===== src/sv/imm_store.sv =====
// Element store: one write port, one registered read port.
// Used for both matrix A and matrix B; no package dependency.
`default_nettype none

module imm_store #(
	parameter int DW    = 32,
	parameter int AW    = 6,
	parameter int DEPTH = 64
) (
	input  wire logic          clk,
	input  wire logic          we,
	input  wire logic [AW-1:0] waddr,
	input  wire logic [DW-1:0] wdata,
	input  wire logic          re,
	input  wire logic [AW-1:0] raddr,
	output logic      [DW-1:0] rdata
);

	logic [DW-1:0] mem_q [DEPTH];

	always_ff @(posedge clk) begin
		if (we) begin
			mem_q[waddr] <= wdata;
		end
	end

	always_ff @(posedge clk) begin
		if (re) begin
			rdata <= mem_q[raddr];
		end
	end

endmodule

`default_nettype wire


===== config.mk =====
export PLATFORM = sky130hd
export DESIGN_NAME = imm_store
export DESIGN_NICKNAME = d
export VERILOG_FILES = /design/src/sv/imm_store.sv
export SDC_FILE = /design/constraint.sdc
export NUM_CORES = 2
export LEC_CHECK = 0
export BUFFER_PORTS_ARGS = -buffer_cell sky130_fd_sc_hd__buf_2
export CAP_MARGIN = 20
export CORE_ASPECT_RATIO = 1.25
export CORE_UTILIZATION = 47
export DETAILED_ROUTE_END_ITERATION = 7
export PLACE_DENSITY = 0.73
export SYNTH_ARGS = -nofsm -noshare
export SYNTH_HDL_FRONTEND = slang
export SYNTH_SLANG_ARGS = --single-unit

===== constraint.sdc =====
create_clock -name clk -period 5.7 [get_ports clk]
set_input_delay 1.14 -clock clk [delete_from_list [all_inputs] [get_ports clk]]
set_output_delay 1.14 -clock clk [all_outputs]
set_load 0.01 [all_outputs]

==> run_results.csv <==
group,metric,value,unit
worst_setup_path,endpoint,"rdata[8]$_DFFE_PP_",
synth,synthDistinctLibCells,33,
synth,syn_inst,3324,
die,die_width,368,um
placement,dp_cells,5586,
synth,ys_warn_count,0,
worst_setup_path,startpoint,"raddr[1]",
grt,track_usage,24.3,%
sta,timing.final.crit_period,3730,ps
sta,worst_slew_pin_slew,1180,ps
die,ios,79,
finish,stdcell_count,5947,
worst_setup_path,arrival,4270,ps
worst_setup_path,crit_fanout,54,
run,maxCapViolCount,0,
clocking,cts-root-buf,"clkbuf_16",
drt,num_vias,37773,
outcome,outcome,"finished, final reports clean",
worst_setup_path,rr_worst_depth,4,
clocking,cts_resized,0,
sta,finalCritPeriodShare,65.4,%
power,p_leak,0.0277,uW
sta,fin_tns_setup,0,ps
worst_setup_path,max_stage_delay,830,ps
clocking,cts_max_level,4,
clocking,cts_setup_buffers,0,
sta,drv_slew,0,
finish,final_cell_mix,"edfxtp_1 (2,080), mux4_2 (544), clkbuf_16 (187)",
placement,post_dp_cell_area,83100,um2
worst_setup_path,required,6240,ps
sta,finalHoldViolCount,0,
worst_setup_path,worst_setup_path_start_kind,"primary input",
finish,nets,3630,
grt,grt_start_max_net_pins,69,
sta,rsz0062_at_grt,"no",
sta,max_freq,268,MHz
die,dieArea,169000,um2
hold_path,hold_class,"primary input to flop",
worst_setup_path,cp.depth,7,
clocking,postCtsHoldBufs,0,
synth,synth_edf_count,2080,
grt,grt_pass1_wl,286000,um
synth,synth-seq-area-share,79.2,%
clocking,clk_pin_slew_worst_paths,60,ps
synth,ys_ff_latch,2080,
worst_setup_path,critPathTopFamily,"simple AND/OR/NAND/NOR gates",
drt,routedWlPerCell,34.3,um
worst_setup_path,path_cells,"buf_8 -> buf_4 -> nor2b_1 -> a22oi_1 -> and3_1 -> o32ai_1 -> nor3_1",
grt,grt_pass1_vias,38090,
drt,wl,204000,um
power,total_power,31200,uW
drt,ant_nets,0,
placement,portBuffers,78,
sta,skew,27.2,ps
sta,max_slew_margin,21.1,%
placement,gp_congestion,0.834,
finish,final_area,89200,um2
clocking,cts_made_buffers,187,
drt,vias_per_cell,6.35,
power,ir_drop,0.263,mV
drt,drtIter0Drc,5462,
worst_setup_path,critical_path_class,"primary input to flop",
power,power_density,349,nW/um2
die,coreArea,166000,um2
placement,post-dp-hpwl,117000,um
die,num_rows,167,
clocking,numClockSinks,2080,
worst_setup_path,crit_path_end_kind,"flop",
synth,syn-cell-area,78800,um2
die,die_h,460,um
clocking,clk_latency,850,ps
sta,setup_viol,0,
worst_setup_path,reg2reg_to,"rdata[12]$_DFFE_PP_",
clocking,clk_path_buf_depth,3,
die,initial_core_util,47.5,%
drt,drc,0,
finish,synthToLayoutAreaGrowth,13.2,%
worst_setup_path,slowest_stage,"o32ai_1",
worst_setup_path,r2r_slack,2920,ps
synth,avgSynthCellArea,23.7,um2
grt,grt_antenna_before_repair,22,
synth,synth-main-ff-cell,"edfxtp_1",
worst_setup_path,cp_num_buf_inv,2,
finish,final_common_cell,"edfxtp_1",
synth,syn_nets,3371,
worst_setup_path,r2r-start,"mem_q[63][12]$_DFFE_PP_",
clocking,cts_tree,"built",
finish,drive_gt1_share,30.2,%
drt,first_pass_iters,5,
grt,overflow,0,
synth,synthArstFlopShare,0,%
through the flow:
step	util [%]	setup WS (ps)	hold WS [ps]
floorplan	-	1400	750
global placement	50.0	1210	955
detailed placement	50.0	1200	961
CTS	53.6	2080	844
global route	53.7	1900	638
finish	53.7	1970	653
flip-flops by register name, indices dropped and copies added, names as in the netlist:
signal and flops:
mem_q 2048, rdata 32
power by group:
part / total (uW) / internal, uW / switching [uW]
Sequential: 17000 / 17000 / 58.4
Clock: 12500 / 6870 / 5610
Combinational: 1640 / 580 / 1060
final cells by class:
type / count / area [um2]
Clock buffer: 228 / 4830
Multi-Input combinational cell: 1062 / 16000
Antenna cell: 8 / 20.0
Clock inverter: 120 / 1220
Fill cell: 12077 / 76900
Sequential cell: 2080 / 62500
Tap cell: 2197 / 2750
Timing Repair Buffer: 252 / 1990
metal layers:
metal | global-route usage [%] | up-vias | wire, um
met3 | 5.07 | 405 | 21100
met1 | 31.2 | 20214 | 71200
met2 | 39.9 | 2314 | 102000
met5 | 0 | - | 86
li1 | - | 14828 | -
met4 | 11.3 | 12 | 9950
cells in the mapped netlist, types with 2 or more instances:
cell / count / area, um2
clkbuf_1: 74 / 278
mux4_2: 544 / 12300
a311oi_1: 8 / 70.1
buf_4: 25 / 188
nand4_1: 2 / 12.5
edfxtp_1: 2080 / 62500
and3_1: 4 / 25.0
buf_2: 57 / 285
nor2_1: 137 / 514
a41o_1: 4 / 40.0
a21oi_1: 62 / 310
or3b_2: 3 / 26.3
o32ai_1: 4 / 35.0
o221ai_1: 27 / 236
nand2_1: 26 / 97.6
mux2i_1: 93 / 931
nand3_1: 5 / 25.0
buf_1: 21 / 78.8
nor3_1: 7 / 35.0
or3b_1: 2 / 17.5
o22ai_1: 84 / 526
nand2b_1: 8 / 50.1
nand3b_1: 5 / 37.5
and2_1: 2 / 12.5
a22oi_1: 12 / 90.1
nor2b_1: 15 / 93.8
or3_1: 3 / 18.8
buf_6: 5 / 56.3
worst min-delay path by stage:
stage	cells past startpoint	startpoint	slack [ps]	to
final	1	wdata[18]	650	mem_q[45][18]$_DFFE_PP_
after floorplan	4	mem_q[12][17]$_DFFE_PP_	750	rdata[17]$_DFFE_PP_
after detailed placement	5	mem_q[61][15]$_DFFE_PP_	960	rdata[15]$_DFFE_PP_
after CTS	1	wdata[22]	840	mem_q[36][22]$_DFFE_PP_
after global placement	5	mem_q[52][9]$_DFFE_PP_	950	rdata[9]$_DFFE_PP_
after global routing	1	wdata[18]	640	mem_q[45][18]$_DFFE_PP_
kinds of logic (layout without fill, tap and decap cells):
| kind of cell | count (synthesis) | after routing | share of synthesized area [%] |
|---|---|---|---|
| and+or+nand+nor | 223 | 223 | 1.26 |
| muxes | 637 | 637 | 16.7 |
| buffers and inverters | 182 | 600 | 1.12 |
| DFF | 2080 | 2080 | 79.2 |
| AOI/OAI and AO/OA | 202 | 202 | 1.67 |
| other | 0 | 8 | 0 |
(Power assumes the default switching activity.)
