**config.mk**
```make
export PLATFORM = sky130hd
export DESIGN_NAME = imm_seq
export DESIGN_NICKNAME = d
export VERILOG_FILES = /design/src/sv/imm_pkg.sv /design/src/sv/imm_seq.sv
export SDC_FILE = /design/constraint.sdc
export NUM_CORES = 1
export LEC_CHECK = 0
export ABC_AREA = 1
export BUFFER_PORTS_ARGS = -buffer_cell sky130_fd_sc_hd__buf_2
export CAP_MARGIN = 20
export CORE_MARGIN = 1.5
export CORE_UTILIZATION = 50
export DETAILED_ROUTE_END_ITERATION = 12
export GPL_TIMING_DRIVEN = 0
export PLACE_DENSITY = 0.75
export SYNTH_ARGS = -nofsm -noshare
export SYNTH_HDL_FRONTEND = slang
export SYNTH_SLANG_ARGS = --single-unit
export TNS_END_PERCENT = 10
```
**constraint.sdc**
```tcl
create_clock -name clk -period 2.6 [get_ports clk]
set_clock_uncertainty 0.2 [all_clocks]
set_input_delay 0 -clock clk [delete_from_list [all_inputs] [get_ports clk]]
set_output_delay 0 -clock clk [all_outputs]
set_load 0.01 [all_outputs]
```
**src/sv/imm_pkg.sv**
```systemverilog
// Package for the integer matrix multiply block: beat types, codes, control structs.
// No dependencies.
`default_nettype none

package imm_pkg;

	// operation codes
	localparam logic [1:0] OP_WRITE_A = 2'd0;
	localparam logic [1:0] OP_WRITE_B = 2'd1;
	localparam logic [1:0] OP_COMPUTE = 2'd2;

	// configuration register indexes
	localparam logic [1:0] REG_ROWS_A    = 2'd0;
	localparam logic [1:0] REG_INNER_DIM = 2'd1;
	localparam logic [1:0] REG_COLS_B    = 2'd2;

	localparam logic [3:0] DIM_RESET = 4'd8;

	// multiply phases (32-bit slices of the operands)
	localparam logic [1:0] PH_LL = 2'd0;
	localparam logic [1:0] PH_LH = 2'd1;
	localparam logic [1:0] PH_HL = 2'd2;

	localparam int HALF_W = 32;

	typedef struct packed {
		logic [1:0]         operation;
		logic [2:0]         row;
		logic [2:0]         col;
		logic signed [31:0] element;
	} in_beat_t;

	typedef struct packed {
		logic [2:0]         out_row;
		logic [2:0]         out_col;
		logic signed [31:0] product;
		logic               last;
	} out_beat_t;

	typedef struct packed {
		logic [3:0] rows_a;
		logic [3:0] inner_dim;
		logic [3:0] cols_b;
	} dims_t;

	// one multiply beat travelling down the MAC pipeline
	typedef struct packed {
		logic       valid;
		logic [1:0] phase;
		logic       first;  // clears the accumulator
		logic       emit;   // final beat of a dot product
		logic       last;   // final beat of the whole run
		logic [2:0] row;
		logic [2:0] col;
	} beat_ctl_t;

	typedef struct packed {
		logic advance;  // pipeline moves this cycle
		logic s2_busy;  // multiply stage holds a beat
	} mac_stat_t;

endpackage

`default_nettype wire

```
**src/sv/imm_seq.sv**
```systemverilog
// Sequencer: walks row, column, inner index and multiply phase, one beat per cycle while the MAC pipeline advances.
// Depends on imm_pkg.
`default_nettype none

module imm_seq #(
	parameter int MAX_DIM    = 8,
	parameter int DATA_WIDTH = 32,
	parameter int AW         = 6
) (
	input  wire logic               clk,
	input  wire logic               arst_n,
	input  wire logic               start,
	input  wire imm_pkg::dims_t     dims,
	input  wire imm_pkg::mac_stat_t stat,
	output logic                    idle,
	output logic [AW-1:0]           a_addr,
	output logic [AW-1:0]           b_addr,
	output imm_pkg::beat_ctl_t      ctl_s1
);

	import imm_pkg::*;

	localparam int         NPH      = (DATA_WIDTH > HALF_W) ? 3 : 1;
	localparam logic [1:0] PH_FINAL = 2'(NPH - 1);

	typedef enum logic [1:0] {
		S_IDLE,
		S_RUN,
		S_DRAIN
	} state_t;

	state_t     state_q;
	logic [3:0] ra_q, kd_q, cb_q;
	logic [2:0] r_q, c_q, k_q;
	logic [1:0] ph_q;
	beat_ctl_t  ctl_s1_q;
	beat_ctl_t  issue;
	logic       last_ph, last_k, last_c, last_r;

	function automatic logic [3:0] clamp_dim(input logic [3:0] v);
		logic [3:0] res;
		res = v;
		if (v == 4'd0) begin
			res = 4'd1;
		end else if (v > 4'(MAX_DIM)) begin
			res = 4'(MAX_DIM);
		end
		return res;
	endfunction

	always_comb begin
		last_ph     = (ph_q == PH_FINAL);
		last_k      = (k_q == 3'(kd_q - 4'd1));
		last_c      = (c_q == 3'(cb_q - 4'd1));
		last_r      = (r_q == 3'(ra_q - 4'd1));
		issue.valid = (state_q == S_RUN);
		issue.phase = ph_q;
		issue.first = (k_q == 3'd0) && (ph_q == PH_LL);
		issue.emit  = last_ph && last_k;
		issue.last  = last_ph && last_k && last_c && last_r;
		issue.row   = r_q;
		issue.col   = c_q;
	end

	assign a_addr = AW'(7'(r_q) * 7'(MAX_DIM) + 7'(k_q));
	assign b_addr = AW'(7'(k_q) * 7'(MAX_DIM) + 7'(c_q));

	always_ff @(posedge clk or negedge arst_n) begin
		if (!arst_n) begin
			state_q  <= S_IDLE;
			ra_q     <= DIM_RESET;
			kd_q     <= DIM_RESET;
			cb_q     <= DIM_RESET;
			r_q      <= '0;
			c_q      <= '0;
			k_q      <= '0;
			ph_q     <= PH_LL;
			ctl_s1_q <= '0;
		end else begin
			if (stat.advance) begin
				ctl_s1_q <= issue;
			end
			unique case (state_q)
				S_IDLE: begin
					if (start) begin
						ra_q    <= clamp_dim(dims.rows_a);
						kd_q    <= clamp_dim(dims.inner_dim);
						cb_q    <= clamp_dim(dims.cols_b);
						r_q     <= '0;
						c_q     <= '0;
						k_q     <= '0;
						ph_q    <= PH_LL;
						state_q <= S_RUN;
					end
				end
				S_RUN: begin
					if (stat.advance) begin
						if (!last_ph) begin
							ph_q <= ph_q + 2'd1;
						end else begin
							ph_q <= PH_LL;
							if (!last_k) begin
								k_q <= k_q + 3'd1;
							end else begin
								k_q <= '0;
								if (!last_c) begin
									c_q <= c_q + 3'd1;
								end else begin
									c_q <= '0;
									r_q <= r_q + 3'd1;
								end
							end
						end
						if (issue.last) begin
							state_q <= S_DRAIN;
						end
					end
				end
				S_DRAIN: begin
					if (!ctl_s1_q.valid && !stat.s2_busy) begin
						state_q <= S_IDLE;
					end
				end
				default: begin
					state_q <= S_IDLE;
				end
			endcase
		end
	end

	assign idle   = (state_q == S_IDLE);
	assign ctl_s1 = ctl_s1_q;

endmodule

`default_nettype wire

```
==> flow_summary_export.csv <==
group,metric,value,unit
place,io_buffer_count,41,
cells_and_area,diodes,0,
sta,timing.hold.ws,110,ps
cells_and_area,mostFrequentLayoutCell,"nand2_1",
sta,tightest_slew,746,ps
worst_setup_path,cp-end-kind,"flop",
route,met1_length,1820,µm
floorplan,core-area,3630,µm²
pwr,power_density,1030,nW/µm²
worst_setup_path,cp-start-kind,"flop",
route,wl_per_cell,10.9,µm
floorplan,start_util,51.3,%
route,vias,1664,
sta,setup_viol,0,
worst_setup_path,path_cells,"inv_1 -> ha_1 -> inv_1 -> nand2_1 -> nand2_1 -> nor2_1 -> nand2_1 -> nor2_2 -> nand4_1 -> nand2_1 -> dlygate4sd3_1",
route,wl_met2,1810,µm
grt,grt_pass1_vias,1584,
clocking,cts_buffers,5,
sta,rsz0062_at_grt,"no",
synthesis,yosys.cell_types.count,25,
grt,antenna_found_initial,0,
worst_setup_path,cpMostUsedCell,"nand2_1",
route,viasPerCell,4.71,
pwr,ir_worst_vdd,500,µV
route,ant_nets,0,
grt,grt_usage,21.9,%
clocking,cts_setup_buffers,0,
sta,finalHoldViolCount,0,
worst_setup_path,arrival,2290,ps
sta,finalSetupTns,0,ps
synthesis,synth-seq-cells,34,
worst_setup_path,worstPathRequired,2620,ps
clocking,htree_levels,2,
clocking,clkSinkCount,34,
synthesis,ys_warn_count,0,
worst_setup_path,crit_slowest_cell,"dlygate4sd3_1",
worst_setup_path,path_class,"reg -> reg",
run_status,status,"completed",
sta,drv_slew,0,
job,maxCapViolations,0,
grt,grt_overflow_total,0,
route,routed_wl,3850,µm
floorplan,core.rowCount,22,
sta,finalCriticalPeriod,2270,ps
pwr,power.leakage,0.00139,µW
sta,fmax,441,MHz
synthesis,synth_area,1860,µm²
worst_setup_path,crit_buf_inv,3,
worst_setup_path,cpPeakStageDelay,540,ps
place,place.gp.congestion,0.753,
route,drc,0,
cells_and_area,layout-drive-gt1-share,24.6,%
sta,max_slew_margin,50.3,%
synthesis,netlist_instances,231,
clocking,cts_tree,"done",
cells_and_area,final_nets,330,
route,wl_met3,128,µm
cells_and_area,layout_common_cells,"nand2_1 (65), buf_2 (41), inv_1 (36)",
floorplan,io_pins,42,
clocking,clkLatencyLatePin,280,ps
floorplan,fp.dieW,64.1,µm
sta,period_share,87.1,%
route,highest_layer,"met4",
route,dr.first_iter.drc_count,72,
route,firstDrtPassIters,4,
synthesis,avgSynthCellArea,8.07,µm²
clocking,clock_path_buffers,2,
grt,grt_max_degree,35,
worst_setup_path,path_delay_family,"simple AND/OR/NAND/NOR gates",
clocking,clk_pin_slew_worst_paths,70,ps
cells_and_area,syn2layout_area_growth,32.7,%
hold_path,hp-class,"in -> async",
place,dp_hpwl,2650,µm
synthesis,synth_nets,257,
floorplan,die_h,64.1,µm
floorplan,die_area,4100,µm²
synthesis,yosysSeqAreaShare,45.6,%
worst_setup_path,reg2reg_slack,330,ps
grt,grt_pass1_wl,6870,µm
cells_and_area,finalCoreUtilization,68.1,%
worst_setup_path,worstPathMaxFanout,4,
clocking,cts_root_buf,"clkbuf_8",
-- worst paths after layout --
path | start | end | cells past startpoint
max | cb_q[0] | state_q[1] | 11
min | arst_n | ctl_s1[8] | 2
max reg2reg | cb_q[0] | state_q[1] | 11
min reg2reg | ctl_s1[0] | ctl_s1[0] | 2
max in group asynchronous | arst_n | ra_q[2] | 2
min in group clk | ctl_s1[0] | ctl_s1[0] | 2
-- area by class of cell --
class                           count  area, µm²
Buffer                             13       97.6
Clock buffer                        7       86.3
Clock inverter                      1       5.00
Fill cell                         340       1160
Inverter                           40        153
Multi-Input combinational cell    144        766
Sequential cell                    34        851
Tap cell                           48       60.1
Timing Repair Buffer               66        455
-- logic make-up after synthesis --
| group | share of synthesized area (%) |
|---|---|
| and+or+nand+nor | 23.7 |
| buffers and inverters | 13.4 |
| DFF | 45.6 |
| AOI/OAI and AO/OA | 9.33 |
| adders and majority gates | 6.04 |
| xor gates and xnor gates | 1.88 |
-- report_power, final --
group	switching, µW	internal (µW)	leakage, µW
sequential	141	717	0.000441
clock	182	213	0.0000482
combinational	701	598	0.000905
total	1020	1530	0.00139
-- routing by layer --
metal  up-vias  global-route usage, %
met5         -                      0
li1        867                      -
met1       748                   27.2
met2        41                   35.7
met4         0                   11.1
met3         8                   4.75
-- flip-flops by register name (all words and copies together), names as in the netlist --
name     count
cb_q         3
ra_q         3
ctl_s1      12
r_q          3
state_q      2
c_q          3
ph_q         2
k_q          3
kd_q         3
-- cells in the mapped netlist (all sizes together) --
library cell | n | area [µm²]
nand4 | 5 | 31.3
or2 | 3 | 18.8
nand2 | 68 | 268
ha | 9 | 113
xor2 | 1 | 8.76
buf | 11 | 90.1
nor2 | 11 | 48.8
dfrtp | 34 | 851
o21ai | 16 | 83.8
o211ai | 1 | 7.51
clkbuf | 2 | 7.51
a21oi | 4 | 20.0
o22ai | 10 | 62.6
nand3 | 13 | 75.1
inv | 39 | 149
xnor2 | 3 | 26.3
clkinv | 1 | 3.75
-- stage by stage --
step | total power, µW | instance area, µm² | cells | setup WS (ps)
after floorplan | 1720 | 1860 | 231 | 932
after global placement | 2010 | 2130 | 320 | 728
after detailed placement | 2050 | 2130 | 320 | 683
after CTS | 2570 | 2470 | 353 | 280
after global routing | 2810 | 2470 | 353 | 114
final | 2550 | 2470 | 353 | 334
-- what timing repair did --
action	in CTS	in global routing
gates resized for setup	0	1
setup endpoints to repair	0	1
endpoints found under the hold margin	51	0
hold buffers	25	0
No activity file was read; power rests on OpenSTA's default activity.
