## src/sv/imm_pkg.sv

```systemverilog
// Package for the integer matrix multiply block: beat types, codes, control structs.
// No dependencies.
`default_nettype none

package imm_pkg;

	// operation codes
	localparam logic [1:0] OP_WRITE_A = 2'd0;
	localparam logic [1:0] OP_WRITE_B = 2'd1;
	localparam logic [1:0] OP_COMPUTE = 2'd2;

	// configuration register indexes
	localparam logic [1:0] REG_ROWS_A    = 2'd0;
	localparam logic [1:0] REG_INNER_DIM = 2'd1;
	localparam logic [1:0] REG_COLS_B    = 2'd2;

	localparam logic [3:0] DIM_RESET = 4'd8;

	// multiply phases (32-bit slices of the operands)
	localparam logic [1:0] PH_LL = 2'd0;
	localparam logic [1:0] PH_LH = 2'd1;
	localparam logic [1:0] PH_HL = 2'd2;

	localparam int HALF_W = 32;

	typedef struct packed {
		logic [1:0]         operation;
		logic [2:0]         row;
		logic [2:0]         col;
		logic signed [31:0] element;
	} in_beat_t;

	typedef struct packed {
		logic [2:0]         out_row;
		logic [2:0]         out_col;
		logic signed [31:0] product;
		logic               last;
	} out_beat_t;

	typedef struct packed {
		logic [3:0] rows_a;
		logic [3:0] inner_dim;
		logic [3:0] cols_b;
	} dims_t;

	// one multiply beat travelling down the MAC pipeline
	typedef struct packed {
		logic       valid;
		logic [1:0] phase;
		logic       first;  // clears the accumulator
		logic       emit;   // final beat of a dot product
		logic       last;   // final beat of the whole run
		logic [2:0] row;
		logic [2:0] col;
	} beat_ctl_t;

	typedef struct packed {
		logic advance;  // pipeline moves this cycle
		logic s2_busy;  // multiply stage holds a beat
	} mac_stat_t;

endpackage

`default_nettype wire

```

## src/sv/imm_mac.sv

```systemverilog
// Shared multiply-accumulate unit: multiply stage, accumulator and result register.
// Depends on imm_pkg.
`default_nettype none

module imm_mac #(
	parameter int DATA_WIDTH = 32
) (
	input  wire logic                    clk,
	input  wire logic                    arst_n,
	input  wire imm_pkg::beat_ctl_t      ctl_s1,
	input  wire logic [DATA_WIDTH-1:0]   a_data,
	input  wire logic [DATA_WIDTH-1:0]   b_data,
	input  wire logic                    out_ready,
	output logic                         out_valid,
	output imm_pkg::out_beat_t           out_data,
	output imm_pkg::mac_stat_t           stat
);

	import imm_pkg::*;

	localparam int MW = (DATA_WIDTH > HALF_W) ? HALF_W : DATA_WIDTH;

	logic [MW-1:0]         opx, opy;
	logic [MW-1:0]         a_lo, a_hi, b_lo, b_hi;
	logic [2*MW-1:0]       pp_s2;
	beat_ctl_t             ctl_s2;
	logic [DATA_WIDTH-1:0] acc_q;
	logic [DATA_WIDTH-1:0] term, sum;
	logic [63:0]           sum_sx;
	logic                  advance;
	logic                  out_valid_q;
	out_beat_t             out_q;

	assign advance = !out_valid_q || out_ready;
	assign stat    = '{advance: advance, s2_busy: ctl_s2.valid};

	assign a_lo = MW'(a_data);
	assign b_lo = MW'(b_data);
	assign a_hi = MW'(a_data >> HALF_W);
	assign b_hi = MW'(b_data >> HALF_W);

	always_comb begin
		unique case (ctl_s1.phase)
			PH_LH:   begin opx = a_lo; opy = b_hi; end
			PH_HL:   begin opx = a_hi; opy = b_lo; end
			default: begin opx = a_lo; opy = b_lo; end
		endcase
	end

	// cross terms land at bit 32; they only exist for widths above 32
	always_comb begin
		if (ctl_s2.phase == PH_LL) begin
			term = DATA_WIDTH'(pp_s2);
		end else begin
			term = DATA_WIDTH'({pp_s2, HALF_W'(0)});
		end
		sum    = (ctl_s2.first ? '0 : acc_q) + term;
		sum_sx = 64'(signed'(sum));
	end

	always_ff @(posedge clk or negedge arst_n) begin
		if (!arst_n) begin
			ctl_s2      <= '0;
			out_valid_q <= 1'b0;
		end else begin
			if (advance) begin
				ctl_s2 <= ctl_s1;
			end
			if (advance && ctl_s2.valid && ctl_s2.emit) begin
				out_valid_q <= 1'b1;
			end else if (out_ready) begin
				out_valid_q <= 1'b0;
			end
		end
	end

	always_ff @(posedge clk) begin
		if (advance) begin
			pp_s2 <= {MW'(0), opx} * {MW'(0), opy};
		end
		if (advance && ctl_s2.valid) begin
			acc_q <= sum;
			if (ctl_s2.emit) begin
				out_q.out_row <= ctl_s2.row;
				out_q.out_col <= ctl_s2.col;
				out_q.product <= sum_sx[31:0];
				out_q.last    <= ctl_s2.last;
			end
		end
	end

	assign out_valid = out_valid_q;
	assign out_data  = out_q;

endmodule

`default_nettype wire

```

## config.mk

```make
export PLATFORM = sky130hd
export DESIGN_NAME = imm_mac
export DESIGN_NICKNAME = d
export VERILOG_FILES = /design/src/sv/imm_pkg.sv /design/src/sv/imm_mac.sv
export SDC_FILE = /design/constraint.sdc
export NUM_CORES = 1
export LEC_CHECK = 0
export ABC_CLOCK_PERIOD_IN_PS = 3600
export CELL_PAD_IN_SITES_DETAIL_PLACEMENT = 2
export CELL_PAD_IN_SITES_GLOBAL_PLACEMENT = 2
export CORE_MARGIN = 2
export CORE_UTILIZATION = 43
export DETAILED_ROUTE_END_ITERATION = 10
export DONT_BUFFER_PORTS = 1
export GPL_TIMING_DRIVEN = 0
export PLACE_DENSITY = 0.89
export SYNTH_ARGS = -nofsm -noshare
export SYNTH_HDL_FRONTEND = slang
export SYNTH_SLANG_ARGS = --single-unit
```

## constraint.sdc

```tcl
create_clock -name clk -period 3.6 [get_ports clk]
set_input_delay 0.36 -clock clk [delete_from_list [all_inputs] [get_ports clk]]
set_output_delay 0.36 -clock clk [all_outputs]
set_load 0.01 [all_outputs]
```

==> results of run 1 <==
-- repair_timing --
action	4_1_cts
pin swaps	70
resized for setup	320
endpoints found under the setup margin	75
setup buffers	89
hold buffers	1
endpoints found under the hold margin	13
gates cloned	4
-- cell families after synthesis --
| kind of cell | after synthesis |
|---|---|
| AO/OA/AOI/OAI | 153 |
| XOR/XNOR | 104 |
| adder cells (fa/ha/maj) | 563 |
| buffers and inverters | 522 |
| flip-flops | 116 |
| AND/OR/NAND/NOR | 858 |
-- metal layers --
metal,GRT usage (%),overflow
met5,11.4,0
met4,69.9,38
met3,40.7,0
met2,88.2,16
met1,60.9,0
-- through the flow --
step	instance area (sq um)	TNS [ns]	hold WS [ns]	setup WS [ns]	instances
after floorplan	21900	-73.25	0.0644	-3.58	2316
after global placement	22700	-107.65	0.0647	-5.29	2980
after detailed placement	22700	-129.41	0.0647	-5.48	2980
after CTS	25500	-77.17	0.0357	-3.95	3087
==> reports/qor.yml, run 1 <==
status: "aborted with a tool error"
lastStage: "global routing"
firstError: "[ERROR GRT-0232] Routing congestion too high. Check the congestion heatmap in the GUI."
die_y_um: 227
synth-simple-area-share_pct: 17.5
initial_core_util_pct: 43.5
grt_overflow: 54
htreeDepth: 4
syn_area_per_cell_sq_um: 9.20
synthFlopType: "edfxtp_1"
grt_max_degree: 43
syn_nets: 2958
root_buffer: "clkbuf_16"
synthCells: 2316
synth_adder_area_share_pct: 47.5
postGrtWorstEndpoint: "pp_s2[31]$_DFFE_PN_/D"
yosys.area.top_type_share_pct: 38.4
seq_area_frac_synth_pct: 16.0
synthesis.area_sq_um: 21300
grt_util_all_layers_pct: 64.1
yosysMostFrequentCell: "inv_1"
ys_types: 63
synth_edf_count: 103
rows: 81
io_pins: 121
ys_seq_elements: 116
synth_mux_area_share_pct: 0
yosysWarnings: 0
die_w_um: 227
port_buffers: 0
hpwlAfterDp_um: 73700
synth_compound_area_share_pct: 5.16
place_congestion: 0.958
endpoint_type: "register input"
cts_num_sinks: 116
clock_path_buffers: 2
yosys-top-cells-area: "fa_1, edfxtp_1, ha_1, inv_1, nor2_1"
synth_top_family_by_area: "adder cells"
ys_async_sr_fraction_pct: 11.2
synth.largest_area_cell: "fa_1"
synth_common_cells: "inv_1, fa_1, nor2_1"
cts_buffers: 17
synth-xor-area-share_pct: 4.47
==> run 2: changes to the inputs <==
Settings changed: CELL_PAD_IN_SITES_DETAIL_PLACEMENT 2 to default, CELL_PAD_IN_SITES_GLOBAL_PLACEMENT 2 to default, CORE_UTILIZATION 43 to 40, PLACE_DENSITY 0.89 to default, PLACE_DENSITY_LB_ADDON from default to 0.15.
==> reports/qor.yml, run 2 <==
clock_latency_ns: 0.43
post-place-ws_ns: -5.21  # was -5.48 ns
die_w_um: 235  # was 227 um
reg2reg_slack_ns: 0.17
ys_async_sr_fraction_pct: 11.2  # unchanged
via_per_inst: 5.28
rows: 84  # was 81
wl_met3_um: 4720
synth_common_cells: "inv_1, fa_1, nor2_1"  # unchanged
wire_per_inst_um: 22.9
min_to: "ctl_s2[6]"
yosysMostFrequentCell: "inv_1"  # unchanged
largest_register_ff_count: 39
place_congestion: 0.973  # was 0.958
drt-met1-wl_um: 27300
top_layer: "met4"
worstHoldStart: "ctl_s1[6]"
drc: 0
ys_types: 63  # unchanged
layout_common_cells: "inv_1, fa_1, nor2_1"
hold_viol_final: 0
worstHoldPathCells: 2
synth_edf_count: 103  # unchanged
slew_headroom_pct: 37.8
max_freq_ghz: 0.136
syn2layout_area_growth_pct: 19.0
reg2reg_depth: 14
violations: "setup timing"
arrival_ns: 7.50
drive_above_1_share_pct: 17.0
wl_met2_um: 34100
fin_tns_setup_ns: -72.79
synthCells: 2316  # unchanged
yosysWarnings: 0  # unchanged
htreeDepth: 4  # unchanged
wirelength_um: 71100
syn_area_per_cell_sq_um: 9.20  # unchanged
grt_util_all_layers_pct: 26.3
coreArea_sq_um: 52700
status: "finished, violations left"  # was aborted with a tool error
max_cap_viol_count: 0
hpwlAfterDp_um: 57400  # was 73700 um
clk_pin_slew_ns: 0.05
yosys.area.top_type_share_pct: 38.4  # unchanged
seq_area_frac_synth_pct: 16.0  # unchanged
required_ns: 3.77
r2r-end: "out_data[31]"
grt_overflow: 0
grt_pass1_vias: 18100
final_max_slew_viol_count: 0
syn_nets: 2958  # unchanged
firstDrtPassIters: 5
cts_num_sinks: 116  # unchanged
synth.largest_area_cell: "fa_1"  # unchanged
cts_tree: "yes"
worstHoldPathType: "in -> reg"
vias: 16400
period_share_pct: 204
drtAntennaViolNets: 0
rsz0062_at_grt: "true"
initial_core_util_pct: 40.5  # was 43.5%
die_y_um: 235  # was 227 um
clock_path_buffers: 2  # unchanged
multi_input_area_sq_um: 17200
cts_buffers: 17  # unchanged
n_fill_cell: 4977
start_kind: "input pin"
antenna_found_initial: 0
end_kind: "flip-flop"
ys_seq_elements: 116  # unchanged
fin_nets: 3039
grt_max_degree: 43
worst-path-max-fanout: 8
fin_worst_skew_ns: 0.00920
diodes: 0
final_common_cell: "inv_1"
worstMarginPinSlew_ns: 0.934
fin_ws_ns: -3.73
grt_pass1_wl_um: 108000
port_buffers: 0  # unchanged
dieArea_sq_um: 55100
initialDrtViolationCount: 883
root_buffer: "clkbuf_16"  # unchanged
post-route-min-period_ns: 7.33
synthFlopType: "edfxtp_1"  # unchanged
synthesis.area_sq_um: 21300  # unchanged
io_pins: 121  # unchanged
yosys-top-cells-area: "fa_1, edfxtp_1, ha_1, inv_1, nor2_1"  # unchanged
seq_area_sq_um: 3420
reg2reg_from: "ctl_s2[9]"
setup_viol: 28
crit_type: "in -> reg"
==> run 2: worst max-delay path, stage by stage <==
cell       delay, ns
nand2b_4        0.19
buf_6           0.16
buf_12          0.14
clkbuf_16       0.16
clkbuf_16       0.17
nand2_8         0.06
clkbuf_16       0.16
nor2_1          0.07
fa_1            0.52
inv_1           0.05
fa_1            0.45
fa_1            0.52
fa_1            0.55
inv_1           0.05
fa_1            0.52
fa_2            0.45
fa_1            0.54
fa_2            0.46
ha_4            0.20
a21o_1          0.18
a211o_1         0.30
and3b_1         0.17
a311oi_2        0.33
buf_4           0.18
nor2b_2         0.04
o2111a_1        0.23
a211o_1         0.27
==> run 2: logic make-up (layout without fill, tap and decap cells) <==
family,count (synthesis),after routing,synth area share [%]
xor+xnor,104,104,4.47
fa+ha+maj,563,563,47.5
compound gates,153,153,5.16
simple gates,858,858,17.5
flops,116,116,16.0
buf+inv,522,616,9.32
==> run 2: how the worst max path moves through the flow <==
| stage | cells past startpoint | slack (ns) | from | to |
|---|---|---|---|---|
| floorplan | 31 | -3.58 | ctl_s1[9] | pp_s2[30] |
| global placement | 26 | -5.23 | ctl_s1[9] | pp_s2[31] |
| detailed placement | 26 | -5.21 | ctl_s1[9] | pp_s2[31] |
| CTS | 26 | -3.69 | ctl_s1[10] | pp_s2[31] |
| global route | 27 | -3.91 | ctl_s1[10] | pp_s2[29] |
| finish | 27 | -3.73 | ctl_s1[10] | pp_s2[29] |
==> run 2: metal layers <==
metal	track usage (%)	up-vias
li1	-	7223
met1	31.3	8316
met2	44.1	656
met3	4.77	171
met4	16.6	0
met5	0	-
==> run 2: per-stage QoR <==
step / instances / area, sq um / util (%) / hold WS [ns]
6_report: 3098 / 25300 / 48.1 / 0.0492
5_1_grt: 3098 / 25300 / 48.1 / 0.0350
3_3_place_gp: 3004 / 22800 / 43.2 / 0.0647
3_5_place_dp: 3004 / 22800 / 43.2 / 0.0646
2_1_floorplan: 2316 / 21900 / - / 0.0644
4_1_cts: 3068 / 24700 / 47.0 / 0.0268
==> run 2: area by class of cell <==
class	instances	share of cell area [%]
Buffer	80	3.62
Clock buffer	20	1.76
Clock inverter	12	0.701
Inverter	420	6.22
Multi-Input combinational cell	1678	67.9
Sequential cell	116	13.5
Tap cell	688	3.40
Timing Repair Buffer	84	2.90
==> run 2: repair_timing <==
item | CTS | global route
endpoints found under the setup margin | 54 | 42
pin swaps | 65 | 82
hold endpoints to repair | 13 | 0
gates cloned | 4 | 1
resized for setup | 221 | 115
buffers inserted | 48 | 31
hold buffers | 1 | 0
Power of run 2 is not shown: default switching activity piles up to over one toggle a cycle in this logic, so the estimate is an artifact.
==> run 3: changes to the inputs <==
Settings changed: CELL_PAD_IN_SITES_DETAIL_PLACEMENT from default to 0, CELL_PAD_IN_SITES_GLOBAL_PLACEMENT from default to 1.
==> reports/qor.yml, run 3 (synthesized netlist as in run 2, its figures left out) <==
final_common_cell: "inv_1"  # unchanged
port_buffers: 0  # unchanged
setup_viol: 28  # unchanged
clock_latency_ns: 0.42  # was 0.43 ns
crit_type: "in -> reg"  # unchanged
diodes: 0  # unchanged
drc: 0  # unchanged
rsz0062_at_grt: "true"  # unchanged
die_y_um: 235  # unchanged
instances_no_fill: 3118  # was 3098
vias: 16200  # was 16400
worstHoldStart: "ctl_s1[4]"  # was ctl_s1[6]
cts_num_sinks: 116  # unchanged
period_share_pct: 201  # was 204%
end_kind: "flip-flop"  # unchanged
fin_nets: 3059  # was 3039
rows: 84  # unchanged
grt_overflow: 0  # unchanged
arrival_ns: 7.41  # was 7.50 ns
grt_pass1_wl_um: 109000  # was 108000 um
startpoint: "ctl_s1[9]"  # was ctl_s1[10]
syn2layout_area_growth_pct: 22.0  # was 19.0%
coreArea_sq_um: 52700  # unchanged
status: "finished, violations left"  # unchanged
post-place-ws_ns: -5.34  # was -5.21 ns
wl_met3_um: 3620  # was 4720 um
crit_cells: 26  # was 27
initial_core_util_pct: 40.5  # unchanged
max_cap_viol_count: 0  # unchanged
cts_buffers: 17  # unchanged
initialDrtViolationCount: 900  # was 883
htreeDepth: 4  # unchanged
top_layer: "met5"  # was met4
layout_common_cells: "inv_1, fa_1, nor2_1"  # unchanged
place_congestion: 0.943  # was 0.973
wire_per_inst_um: 23.2  # was 22.9 um
clk_pin_slew_ns: 0.06  # was 0.05 ns
grt_util_all_layers_pct: 26.6  # was 26.3%
hold_viol_final: 0  # unchanged
largest_register_ff_count: 39  # unchanged
firstDrtPassIters: 5  # unchanged
die_w_um: 235  # unchanged
fin_worst_skew_ns: 0.00976  # was 0.00920 ns
worstMarginPinSlew_ns: 0.924  # was 0.934 ns
drive_above_1_share_pct: 19.5  # was 17.0%
crit_path_frequent_cell: "fa_1"  # unchanged
cpLargestDelayFamily: "adder cells"  # unchanged
path_buf_inv: 8  # unchanged
final_max_slew_viol_count: 0  # unchanged
worstHoldPathCells: 2  # unchanged
n_fill_cell: 4905  # was 4977
clock_path_buffers: 2  # unchanged
start_kind: "input pin"  # unchanged
worstHoldPathType: "in -> reg"  # unchanged
post-place-cells: 3004  # unchanged
via_per_inst: 5.20  # was 5.28
hpwlAfterDp_um: 58000  # was 57400 um
fin_tns_setup_ns: -73.17  # was -72.79 ns
wirelength_um: 72300  # was 71100 um
antenna_found_initial: 1  # was 0
slew_headroom_pct: 38.4  # was 37.8%
wl_met2_um: 35300  # was 34100 um
root_buffer: "clkbuf_16"  # unchanged
reg2reg_depth: 13  # was 14
cts_tree: "yes"  # unchanged
drtAntennaViolNets: 0  # unchanged
required_ns: 3.76  # was 3.77 ns
dieArea_sq_um: 55100  # unchanged
cp_slowest_cell: "fa_2"  # was fa_1
grt_pass1_vias: 17900  # was 18100
fin_ws_ns: -3.65  # was -3.73 ns
violations: "setup timing"  # unchanged
max_freq_ghz: 0.138  # was 0.136 GHz
worst-path-max-fanout: 10  # was 8
reg2reg_from: "ctl_s2[9]"  # unchanged
grt_max_degree: 43  # unchanged
drt-met1-wl_um: 29000  # was 27300 um
post-route-min-period_ns: 7.25  # was 7.33 ns
cpPeakStageDelay_ns: 0.69  # was 0.55 ns
io_pins: 121  # unchanged
timing.hold.ws_ns: 0.0503  # was 0.0492 ns
-- run 3: changes by cell type in the layout (fill, tap and decap cells not counted), sizes merged --
cell	delta
bufinv	+1
buf	+15
clkbuf	+5
clkinv	-1
-- run 3: per-layer routing --
metal | GRT usage [%] | vias to the layer above
li1 | - | 7259
met1 | 32.5 | 8299
met2 | 45.5 | 512
met3 | 3.25 | 147
met4 | 14.9 | 2
met5 | 0 | -
-- run 3: final timing paths --
| path | slack [ns] | to |
|---|---|---|
| setup / recovery | -3.65 | pp_s2[31] |
| hold reg to reg | 0.45 | out_data[38] |
| setup reg to reg | 0.15 | out_data[32] |
| min in group asynchronous | 0.42 | ctl_s2[3] |
| max in group asynchronous | 2.75 | ctl_s2[5] |
| hold / removal | 0.05 | ctl_s2[4] |
-- run 3: worst reg2reg max path, cell delays in order, from the launching register on --
cell,delay [ns]
dfrtp_1,0.41
nor2_4,0.20
buf_6,0.15
and2_4,0.16
ha_4,0.21
and3_1,0.20
and2_1,0.21
a221oi_4,0.31
o32ai_2,0.14
a311oi_2,0.38
nor3_2,0.11
or3_4,0.40
a21oi_4,0.21
xnor2_2,0.10
-- run 3: final cells by class --
class	count	area, sq um	share of cell area (%)
plain buffers	81	995	3.83
clock buffers	20	447	1.72
clock inverters	12	203	0.780
inverters	420	1580	6.07
multi-input cells	1678	17500	67.4
flip-flops and latches	116	3420	13.2
well taps	688	861	3.31
repair buffers	103	965	3.71
-- run 3: metrics by stage --
step	area, sq um	util [%]
floorplan	21900	-
global placement	22800	43.2
detailed placement	22800	43.2
CTS	25100	47.6
global route	26000	49.4
finish	26000	49.4
-- run 3: repair_timing --
item,4_1_cts,5_1_grt
hold buffers,1,0
endpoints found under the setup margin,56,42
setup buffers,76,29
cloned,1,1
gates resized for setup,235,176
pin swaps,82,95
endpoints found under the hold margin,13,0
Power of run 3 is left out for the same reason.
